===== src/rtl/txc_pkg.sv =====
`default_nettype none

package txc_pkg;

    localparam int COLUMNS_DEF = 80;
    localparam int ROWS_DEF    = 25;

    // Field widths of the request and response words, and the width of a stored cell.
    localparam int REQ_W   = 2;
    localparam int CHAR_W  = 8;
    localparam int ATTR_W  = 8;
    localparam int CELL_W  = 11;
    localparam int STORE_W = ATTR_W + CHAR_W;

    localparam logic [REQ_W-1:0] REQ_PUT   = 2'd0;
    localparam logic [REQ_W-1:0] REQ_CLEAR = 2'd1;
    localparam logic [REQ_W-1:0] REQ_READ  = 2'd2;

    localparam logic [CHAR_W-1:0] CHAR_NEWLINE   = 8'd10;
    localparam logic [CHAR_W-1:0] CHAR_BACKSPACE = 8'd8;
    localparam logic [CHAR_W-1:0] CHAR_BLANK     = 8'd32;

    typedef enum logic [2:0] {
        OP_NONE,
        OP_NEWLINE,
        OP_BACKSPACE,
        OP_PRINT,
        OP_SCROLL,
        OP_CLEAR,
        OP_READ
    } t_op;

    typedef enum logic [2:0] {
        ST_INIT,
        ST_IDLE,
        ST_READ,
        ST_SCROLL,
        ST_FILL,
        ST_PRINT
    } t_state;

    typedef struct packed {
        logic take;
        logic exec_now;
        logic copy_step;
        logic fill_step;
        logic finish;
    } t_dp_cmd;

    typedef struct packed {
        t_op  in_op;
        t_op  held_op;
        logic out_free;
        logic copy_last;
        logic fill_last;
    } t_dp_status;

endpackage

`default_nettype wire


===== src/rtl/txc_controller.sv =====
`default_nettype none

module txc_controller import txc_pkg::*; (
    input  wire        i_clk,
    input  wire        i_rst_n,
    input  wire        i_in_valid,
    output logic       o_in_ready,
    input  t_dp_status i_status,
    output t_dp_cmd    o_cmd
);

    t_state r_state, n_state;

    always_ff @(posedge i_clk) begin
        if (!i_rst_n) begin
            r_state <= ST_INIT;
        end else begin
            r_state <= n_state;
        end
    end

    always_comb begin
        n_state    = r_state;
        o_in_ready = 1'b0;
        o_cmd      = '0;
        unique case (r_state)
            ST_INIT: begin
                // Clearing pass over the store after reset, attribute zero.
                o_cmd.fill_step = 1'b1;
                if (i_status.fill_last) begin
                    n_state = ST_IDLE;
                end
            end
            ST_IDLE: begin
                o_in_ready = i_status.out_free;
                if (i_in_valid && i_status.out_free) begin
                    o_cmd.take = 1'b1;
                    unique case (i_status.in_op)
                        OP_READ:   n_state = ST_READ;
                        OP_SCROLL: n_state = ST_SCROLL;
                        OP_CLEAR:  n_state = ST_FILL;
                        default:   o_cmd.exec_now = 1'b1;
                    endcase
                end
            end
            ST_READ: begin
                o_cmd.finish = 1'b1;
                n_state      = ST_IDLE;
            end
            ST_SCROLL: begin
                o_cmd.copy_step = 1'b1;
                if (i_status.copy_last) begin
                    n_state = ST_FILL;
                end
            end
            ST_FILL: begin
                o_cmd.fill_step = 1'b1;
                if (i_status.fill_last) begin
                    if (i_status.held_op == OP_SCROLL) begin
                        n_state = ST_PRINT;
                    end else begin
                        o_cmd.finish = 1'b1;
                        n_state      = ST_IDLE;
                    end
                end
            end
            ST_PRINT: begin
                o_cmd.finish = 1'b1;
                n_state      = ST_IDLE;
            end
            default: begin
                n_state = ST_IDLE;
            end
        endcase
    end

endmodule

`default_nettype wire


===== config.mk =====
export PLATFORM = sky130hd
export DESIGN_NAME = txc_controller
export DESIGN_NICKNAME = d
export VERILOG_FILES = /design/src/rtl/txc_pkg.sv /design/src/rtl/txc_controller.sv
export SDC_FILE = /design/constraint.sdc
export NUM_CORES = 1
export LEC_CHECK = 0
export ABC_CLOCK_PERIOD_IN_PS = 2050
export BUFFER_PORTS_ARGS = -buffer_cell sky130_fd_sc_hd__buf_2
export CAP_MARGIN = 15
export CORE_AREA = 2 2 39 41
export CTS_BUF_LIST = sky130_fd_sc_hd__clkbuf_16
export CTS_CLUSTER_SIZE = 8
export DETAILED_ROUTE_END_ITERATION = 16
export DIE_AREA = 0 0 41 43
export PLACE_DENSITY_LB_ADDON = 0.05
export SLEW_MARGIN = 20
export SYNTH_ARGS = -nofsm -noshare
export SYNTH_HDL_FRONTEND = slang
export SYNTH_SLANG_ARGS = --single-unit

===== constraint.sdc =====
create_clock -name i_clk -period 2.05 [get_ports i_clk]
set_clock_uncertainty 0.1 [all_clocks]
set_input_delay 0.5125 -clock i_clk [delete_from_list [all_inputs] [get_ports i_clk]]
set_output_delay 0.5125 -clock i_clk [all_outputs]
set_load 0.1 [all_outputs]

==> results.cfg, run 1 <==
[flow_run]
drv_cap = 0

[place]
gp_congestion = 0.628
place_inst = 72
dp_hpwl_um = 622
dp_slack_ns = 0.0200
port-buffer-count = 17
placed_cell_area_um2 = 484

[power]
leakage_nw = 0.250
irDropWorstVdd_mv = 0.504
p_per_area_nw_per_um2 = 915
power.total_mw = 0.525

[global_routing]
antenna_found_initial = 0
grt_pass1_wl_mm = 1.25
track_usage_pct = 10.9
grt_pass1_vias = 321
grt-ovfl-total = 0
grt_max_degree = 10

[sta]
final_max_slew_viol_count = 0
fin_ws_ns = 0.0706
holdWs_ns = 0.429
min_period_ns = 1.98
clock.fmax_ghz = 0.505
finalHoldViolCount = 0
worst_pin_slew_ns = 0.486
min_period_over_period_pct = 96.6
timing.slew.headroom_pct = 67.8
rsz0062_at_grt = no
final-setup-viol-count = 0

[drt]
drt_iter0_drc = 8
avgRoutedWirePerCell_um = 10.5
dr.pass1.iters = 2
drc = 0
drt_wl_total_um = 809
vias = 349
ant_nets = 0
via_per_inst = 4.53

[layout]
largest-register = r_state
drive_above_1_share_pct = 52.5
largest_reg_flops = 3
finish.instance_area_um2 = 574
reg.largest.list = r_state x3
finalNetCount = 74
fin_cells = 77
syn_to_final_growth_pct = 113
antenna_cells = 0

[worst_setup_path]
rrSetupSlack_ns = 0.64
crit_path_end_kind = output port
worstPathRequired_ns = 1.44
worst-path-max-fanout = 6
worst_setup_path_start_kind = flip-flop
setup.worst_path.class = flip-flop to output port
worstPathArrival_ns = 1.37

[cts]
cts_num_sinks = 3
cts_buffers = 3
htreeDepth = 1
cts-hold-fix-buffers = 0
cts-root-buf = clkbuf_16
clock_latency_ns = 0.23
clockBufferDepth = 2
clk_pin_slew_ns = 0.03
cts_tree = done

[synth]
ys_ff_latch = 3
synth_area_leaders = dfxtp_1 22%, nor2_1 8.4%, nand2_1 7.0%
synth_warnings = 0
netlist_instances = 38
syn-num-nets = 50
syn-cell-area_um2 = 269
yosysUniqueCellTypes = 22
ys.flop_type = dfxtp_1
avgSynthCellArea_um2 = 7.08
synth-edff-count = 0
synth_top_area_share_pct = 22.3
synth_area_leader_cell = dfxtp_1
seq_area_frac_synth_pct = 22.3
synth_common_cells = 6 x nor2_1, 5 x nand2_1, 3 x dfxtp_1, 3 x nand2b_1
synthArstFlopShare_pct = 0
yosysMostFrequentCell = nor2_1

[worst_hold_path]
min_path_type = input pin to flip-flop

[floorplan]
rows = 14
die_area_um2 = 1760
die_w_um = 41
coreArea_um2 = 1380
fp.dieH_um = 43
start_util_pct = 19.4
ios = 18

[run_status]
status = finished, final reports clean
final cells by class:
| type | instances | area [um^2] |
|---|---|---|
| Clock buffer | 3 | 75.1 |
| Sequential cell | 3 | 61.3 |
| Timing Repair Buffer | 20 | 170 |
| Inverter | 2 | 7.51 |
| Fill cell | 141 | 810 |
| Clock inverter | 1 | 3.75 |
| Tap cell | 16 | 20.0 |
| Multi-Input combinational cell | 32 | 236 |
final timing paths:
path,startpoint,end,cells past startpoint
worst max register to register,r_state[2],r_state[2],4
worst max-delay path,r_state[2],o_cmd[3],4
worst min-delay path,i_rst_n,r_state[1],3
worst min register to register,r_state[0],r_state[0],1
repair_timing:
action                                 CTS  global route
pin swaps                                0             1
setup buffers                            0             1
endpoints found under the hold margin    0             0
resized for setup                        1             2
setup endpoints to repair                1             3
power breakdown:
group	switching, mW	total (mW)	internal [mW]
Clock	0.0584	0.310	0.252
Sequential	0.00881	0.0726	0.0638
Combinational	0.0871	0.143	0.0555
layout by cell type (no fill, tap or decap), drive strengths merged:
cell type / netlist / layout
and2: 2 / 2
a32oi: 1 / 1
nand2: 5 / 5
a21bo: 1 / 1
o22ai: 2 / 2
and2b: 1 / 1
nand3: 1 / 1
o211ai: 1 / 1
or3: 1 / 1
o311a: 1 / 1
o2111ai: 1 / 1
nor2: 6 / 6
inv: 2 / 3
nand2b: 3 / 3
dfxtp: 3 / 3
and3: 1 / 1
a31oi: 1 / 1
nor3b: 1 / 1
buf: 1 / 20
clkbuf: 0 / 3
o2111a: 1 / 1
a21oi: 2 / 2
stage by stage:
step,util [%],setup TNS (ns)
floorplan,-,-1.37
global placement,35.0,0
detailed placement,35.0,0
CTS,40.8,0
global route,41.5,0
finish,41.5,0
kinds of logic after synthesis:
group / after synthesis / share of synthesized area [%]
AOI/OAI and AO/OA: 11 / 33.0
buffers and inverters: 3 / 4.65
and+or+nand+nor: 21 / 40.0
DFF: 3 / 22.3
metal layers:
| metal | vias to the layer above | share of wire (%) | track usage [%] |
|---|---|---|---|
| met5 | - | 0 | 0 |
| met4 | 0 | 2.3 | 8.00 |
| met3 | 2 | 4.7 | 4.71 |
| met2 | 8 | 50 | 15.6 |
| met1 | 154 | 43 | 12.2 |
| li1 | 185 | - | - |
critical path, cell delays in order (launching register included):
cell	delay, ns
dfxtp_1	0.36
nand2b_4	0.18
nor3b_4	0.22
and3_4	0.22
buf_12	0.17
Power figures use the tool's default switching activity.
==> run 2: changes to the inputs <==
--- a/config.mk
+++ b/config.mk
@@ -5,6 +5,7 @@
 export SDC_FILE = /design/constraint.sdc
 export NUM_CORES = 1
 export LEC_CHECK = 0
+export ABC_AREA = 1
 export ABC_CLOCK_PERIOD_IN_PS = 2050
 export BUFFER_PORTS_ARGS = -buffer_cell sky130_fd_sc_hd__buf_2
 export CAP_MARGIN = 15
==> results.cfg, run 2 <==
[synth]
synth_area_leader_cell = dfxtp_1
ys_ff_latch = 3
netlist_instances = 59
synthArstFlopShare_pct = 0
syn-num-nets = 71
synth_common_cells = 15 x nor2_1, 10 x inv_1, 10 x nand2_1
synth_warnings = 0
synth_area_leaders = dfxtp_1 19%, nor2_1 18%, inv_1 12%
syn-cell-area_um2 = 314
ys.flop_type = dfxtp_1
synth_top_area_share_pct = 19.1
synth-edff-count = 0
yosysUniqueCellTypes = 14
yosysMostFrequentCell = nor2_1
seq_area_frac_synth_pct = 19.1
avgSynthCellArea_um2 = 5.32

[sta]
rsz0062_at_grt = no
clock.fmax_ghz = 0.512
fin_ws_ns = 0.0975
min_period_over_period_pct = 95.2
timing.slew.headroom_pct = 67.8
worst_pin_slew_ns = 0.486
finalHoldViolCount = 0
final_max_slew_viol_count = 0
final-setup-viol-count = 0
min_period_ns = 1.95

[layout]
fillerInstances = 157
final_common_cell = buf_2
finalNetCount = 94
fin_util_pct = 41.8
syn_to_final_growth_pct = 84.1
reg.largest.list = r_state x3
antenna_cells = 0
drive_above_1_share_pct = 39.5
largest-register = r_state
largest_reg_flops = 3
layout_common_cells = 13 x buf_2, 11 x inv_1, 11 x nor2_1

[worst_setup_path]
rrSetupSlack_ns = 0.75
worst_setup_path_start_kind = flip-flop
rr_startpoint = r_state[1]
worst-path-max-fanout = 5
crit_chain = inv_2, nand2_1, nor2_1, nand3b_1, nor2_2, buf_12
worstPathRequired_ns = 1.44
setup.worst_path.class = flip-flop to output port
cpPeakStageDelay_ns = 0.35
r2r-end = r_state[2]
crit_path_end_kind = output port
reg2reg_depth = 7
worstPathArrival_ns = 1.34
cp_slowest_cell = dfxtp_1

[power]
combPwrFrac_pct = 51.1
p_clk_share_pct = 36.5
internal_power_mw = 0.452
p_per_area_nw_per_um2 = 1410
power.switching_mw = 0.363
pwr-share-seq_pct = 12.4
leakage_nw = 0.320
swShare_pct = 44.5
irDropWorstVdd_mv = 0.754

[floorplan]
ios = 18
fp.dieH_um = 43
start_util_pct = 22.7
die_w_um = 41
rows = 14
die_area_um2 = 1760
coreArea_um2 = 1380

[flow_run]
drv_cap = 0

[cts]
cts_num_sinks = 3
cts_tree = done
clk_pin_slew_ns = 0.03
cts_buffers = 3
cts-root-buf = clkbuf_16
cts-hold-fix-buffers = 0
clock_latency_ns = 0.22
clockBufferDepth = 2
htreeDepth = 1

[drt]
ant_nets = 0
route.met2.wl_um = 358
drc = 0
avgRoutedWirePerCell_um = 8.46
dr.pass1.iters = 4
wl_met1_um = 363
drt_iter0_drc = 14
drt_wl_total_um = 821
vias = 424
dr_wl_met3_um = 99
via_per_inst = 4.37
top_layer = met3

[place]
dp_hpwl_um = 701
dp_slack_ns = 0.147
gp_congestion = 0.748
port-buffer-count = 17

[worst_hold_path]
min_path_type = input pin to flip-flop
hold_depth = 3
worstHoldEndpoint = r_state[0]
min-delay-start = i_rst_n

[global_routing]
grt_max_degree = 8
antenna_found_initial = 0
track_usage_pct = 10.1
grt_pass1_vias = 314
grt_pass1_wl_mm = 1.26
grt-ovfl-total = 0

[run_status]
status = finished, final reports clean
-- run 2: metrics by stage --
step           setup TNS, ns  total power [mW]  instance area, um^2  hold slack, ns  std cells
3_3_place_gp               0             0.518                  492           0.496         92
4_1_cts                    0             0.820                  571           0.454         96
5_1_grt                    0             0.859                  578           0.461         97
2_1_floorplan         -0.150             0.405                  327           0.432         59
6_report                   0             0.815                  578           0.453         97
3_5_place_dp               0             0.516                  492           0.482         92
-- run 2: kinds of logic (layout without fill, tap and decap cells) --
logic type             after synthesis  after routing  synth area share (%)
and+or+nand+nor                     41             41                  61.4
AOI/OAI and AO/OA                    4              4                  6.37
DFF                                  3              3                  19.1
buffers and inverters               11             33                  13.1
-- run 2: area by class of cell --
| class | instances | area, um^2 | share of cell area, % |
|---|---|---|---|
| inverter | 11 | 41.3 | 7.14 |
| timing repair buffer | 18 | 153 | 26.4 |
| clock buffer | 3 | 75.1 | 13.0 |
| clock inverter | 1 | 3.75 | 0.649 |
| multi-input combinational | 45 | 225 | 39.0 |
| sequential | 3 | 60.1 | 10.4 |
| tap | 16 | 20.0 | 3.46 |
-- run 2: power by group through the flow --
| stage | Clock (mW) | Combinational, mW | Sequential [mW] |
|---|---|---|---|
| after floorplan | 0 | 0.310 | 0.0948 |
| after global placement | 0 | 0.415 | 0.103 |
| after CTS | 0.305 | 0.415 | 0.101 |
| after detailed placement | 0 | 0.414 | 0.102 |
| after global routing | 0.309 | 0.446 | 0.103 |
| final | 0.298 | 0.416 | 0.101 |
-- run 2: worst max-delay path by stage --
stage	start	cells after the start	end
floorplan	i_status[8]	4	o_cmd[3]
global placement	i_status[4]	6	o_cmd[0]
detailed placement	i_status[4]	6	o_cmd[0]
CTS	r_state[2]	6	o_cmd[3]
global route	r_state[2]	6	o_cmd[3]
finish	r_state[2]	6	o_cmd[3]
-- run 2: what timing repair did --
action	CTS	global route
endpoints found under the hold margin	0	0
buffers inserted	0	1
gates resized for setup	0	0
setup endpoints to repair	0	1
-- run 2: critical path, delay by kind of cell, from the launching register on --
family,cells,cell delay [ns]
AND/OR/NAND/NOR,4,0.49
flip-flops,1,0.35
buffers and inverters,2,0.29
-- run 2: metal layers --
layer | vias to the layer above | global-route usage (%)
met5 | - | 0
met4 | 0 | 2.00
met3 | 0 | 4.71
met2 | 23 | 13.8
met1 | 174 | 14.4
li1 | 227 | -
==> run 3: changes to the inputs <==
--- a/config.mk
+++ b/config.mk
@@ -15,6 +15,7 @@
 export DETAILED_ROUTE_END_ITERATION = 16
 export DIE_AREA = 0 0 41 43
 export PLACE_DENSITY_LB_ADDON = 0.05
+export REMOVE_ABC_BUFFERS = 1
 export SLEW_MARGIN = 20
 export SYNTH_ARGS = -nofsm -noshare
 export SYNTH_HDL_FRONTEND = slang
==> results.cfg, run 3 (synthesis gave the netlist of run 2 again) <==
[drt]
dr.pass1.iters = 4
drt_iter0_drc = 10
drt_wl_total_um = 833
ant_nets = 0
drc = 0
via_per_inst = 4.25
vias = 412
avgRoutedWirePerCell_um = 8.59

[worst_setup_path]
crit_chain = inv_2, nand2_1, nor2_1, nand3b_1, nor2_2, buf_12
rr_startpoint = r_state[2]
worst_setup_path_start_kind = flip-flop
r2r-end = r_state[2]
crit_path_end_kind = output port
rrSetupSlack_ns = 0.76
worstPathArrival_ns = 1.33
worst-path-max-fanout = 5
crit_path_end = o_cmd[3]
worstPathRequired_ns = 1.44
setup.worst_path.class = flip-flop to output port
reg2reg_depth = 8
cpPeakStageDelay_ns = 0.35
crit_start = r_state[2]
cp_slowest_cell = dfxtp_1

[layout]
syn_to_final_growth_pct = 80.9
fillerInstances = 147
fin_cells = 97
largest_reg_flops = 3
antenna_cells = 0
seqCellArea_um2 = 60.1
largest-register = r_state
multiInputGateArea_um2 = 215
finish.instance_area_um2 = 568
drive_above_1_share_pct = 34.6
fin_util_pct = 41.0
reg.largest.list = r_state x3
final_common_cell = nor2_1
finalNetCount = 94
layout_common_cells = 14 x nor2_1, 13 x buf_2, 11 x inv_1

[sta]
min_period_over_period_pct = 95.0
holdWs_ns = 0.455
timing.slew.headroom_pct = 67.4
finalHoldViolCount = 0
clock.fmax_ghz = 0.514
final-setup-viol-count = 0
fin_ws_ns = 0.103
final_max_slew_viol_count = 0
rsz0062_at_grt = no
min_period_ns = 1.95
worst_pin_slew_ns = 0.493

[power]
p_per_area_nw_per_um2 = 1430
pwr-share-seq_pct = 12.3
internal_power_mw = 0.449
irDropWorstVdd_mv = 0.879
leakage_nw = 0.320
power.switching_mw = 0.362
swShare_pct = 44.6
p_clk_share_pct = 37.0
combPwrFrac_pct = 50.7

[global_routing]
grt_pass1_vias = 344
grt_pass1_wl_mm = 1.36
track_usage_pct = 11.1
antenna_found_initial = 0
grt-ovfl-total = 0
grt_max_degree = 8

[place]
place_inst = 92
placed_cell_area_um2 = 479
dp_hpwl_um = 709
gp_congestion = 0.692
port-buffer-count = 17
dp_slack_ns = 0.126

[cts]
clockBufferDepth = 2
cts-hold-fix-buffers = 0
cts_buffers = 3
cts_tree = done
cts_num_sinks = 3
clock_latency_ns = 0.22
cts-root-buf = clkbuf_16
htreeDepth = 1
clk_pin_slew_ns = 0.03

[worst_hold_path]
min-delay-start = i_rst_n
min_path_type = input pin to flip-flop

[floorplan]
rows = 14
coreArea_um2 = 1380
die_w_um = 41
ios = 18
die_area_um2 = 1760
fp.dieH_um = 43
start_util_pct = 22.7

[flow_run]
drv_cap = 0

[run_status]
status = finished, final reports clean
-- run 3: cell count changes in the layout (fill, tap and decap cells not counted) --
cell / previous run / this run
nand2_1: 9 / 10
nor2_2: 6 / 3
nor2_1: 11 / 14
nand2_2: 3 / 2
-- run 3: how the worst min path moves through the flow --
| stage | end | slack, ns | depth (start not counted) |
|---|---|---|---|
| 5_1_grt | r_state[0] | 0.47 | 3 |
| 3_5_place_dp | r_state[1] | 0.47 | 2 |
| 6_report | r_state[0] | 0.46 | 3 |
| 4_1_cts | r_state[0] | 0.45 | 3 |
| 3_3_place_gp | r_state[1] | 0.48 | 2 |
| 2_1_floorplan | r_state[1] | 0.42 | 2 |
-- run 3: routing by layer --
layer  up-vias  share of wire (%)  global-route usage [%]
li1        230                  -                       -
met1       170                 53                    16.6
met3         0                5.2                    4.71
met5         -                  0                       0
met2        12                 42                    13.8
met4         0                  0                    4.00
-- run 3: timing repair --
action / 4_1_cts / 5_1_grt
resized for setup: 0 / 1
hold endpoints to repair: 0 / 0
setup endpoints to repair: 0 / 1
setup buffers: 0 / 1
-- run 3: per-stage QoR --
| step | power, mW | setup TNS (ns) |
|---|---|---|
| finish | 0.811 | 0 |
| CTS | 0.811 | 0 |
| detailed placement | 0.506 | 0 |
| global placement | 0.508 | 0 |
| global route | 0.855 | 0 |
| floorplan | 0.395 | -2.63 |
-- run 3: area by class of cell --
cell class	count	area share [%]
multi-input cells	45	37.9
repair buffers	18	26.9
clock buffers	3	13.2
flip-flops and latches	3	10.6
inverters	11	7.27
well taps	16	3.52
clock inverters	1	0.661
-- run 3: critical path: cells and delay by family, from the launching register on --
| family | cells | cell delay (ns) |
|---|---|---|
| buf+inv | 2 | 0.29 |
| flops | 1 | 0.35 |
| simple gates | 4 | 0.48 |
-- run 3: power groups by stage --
| stage | clock network, mW | registers [mW] | logic, mW |
|---|---|---|---|
| final | 0.300 | 0.0999 | 0.411 |
| after global routing | 0.313 | 0.103 | 0.439 |
| after CTS | 0.304 | 0.100 | 0.407 |
| after detailed placement | 0 | 0.101 | 0.406 |
| after global placement | 0 | 0.101 | 0.407 |
| after floorplan | 0 | 0.0932 | 0.302 |
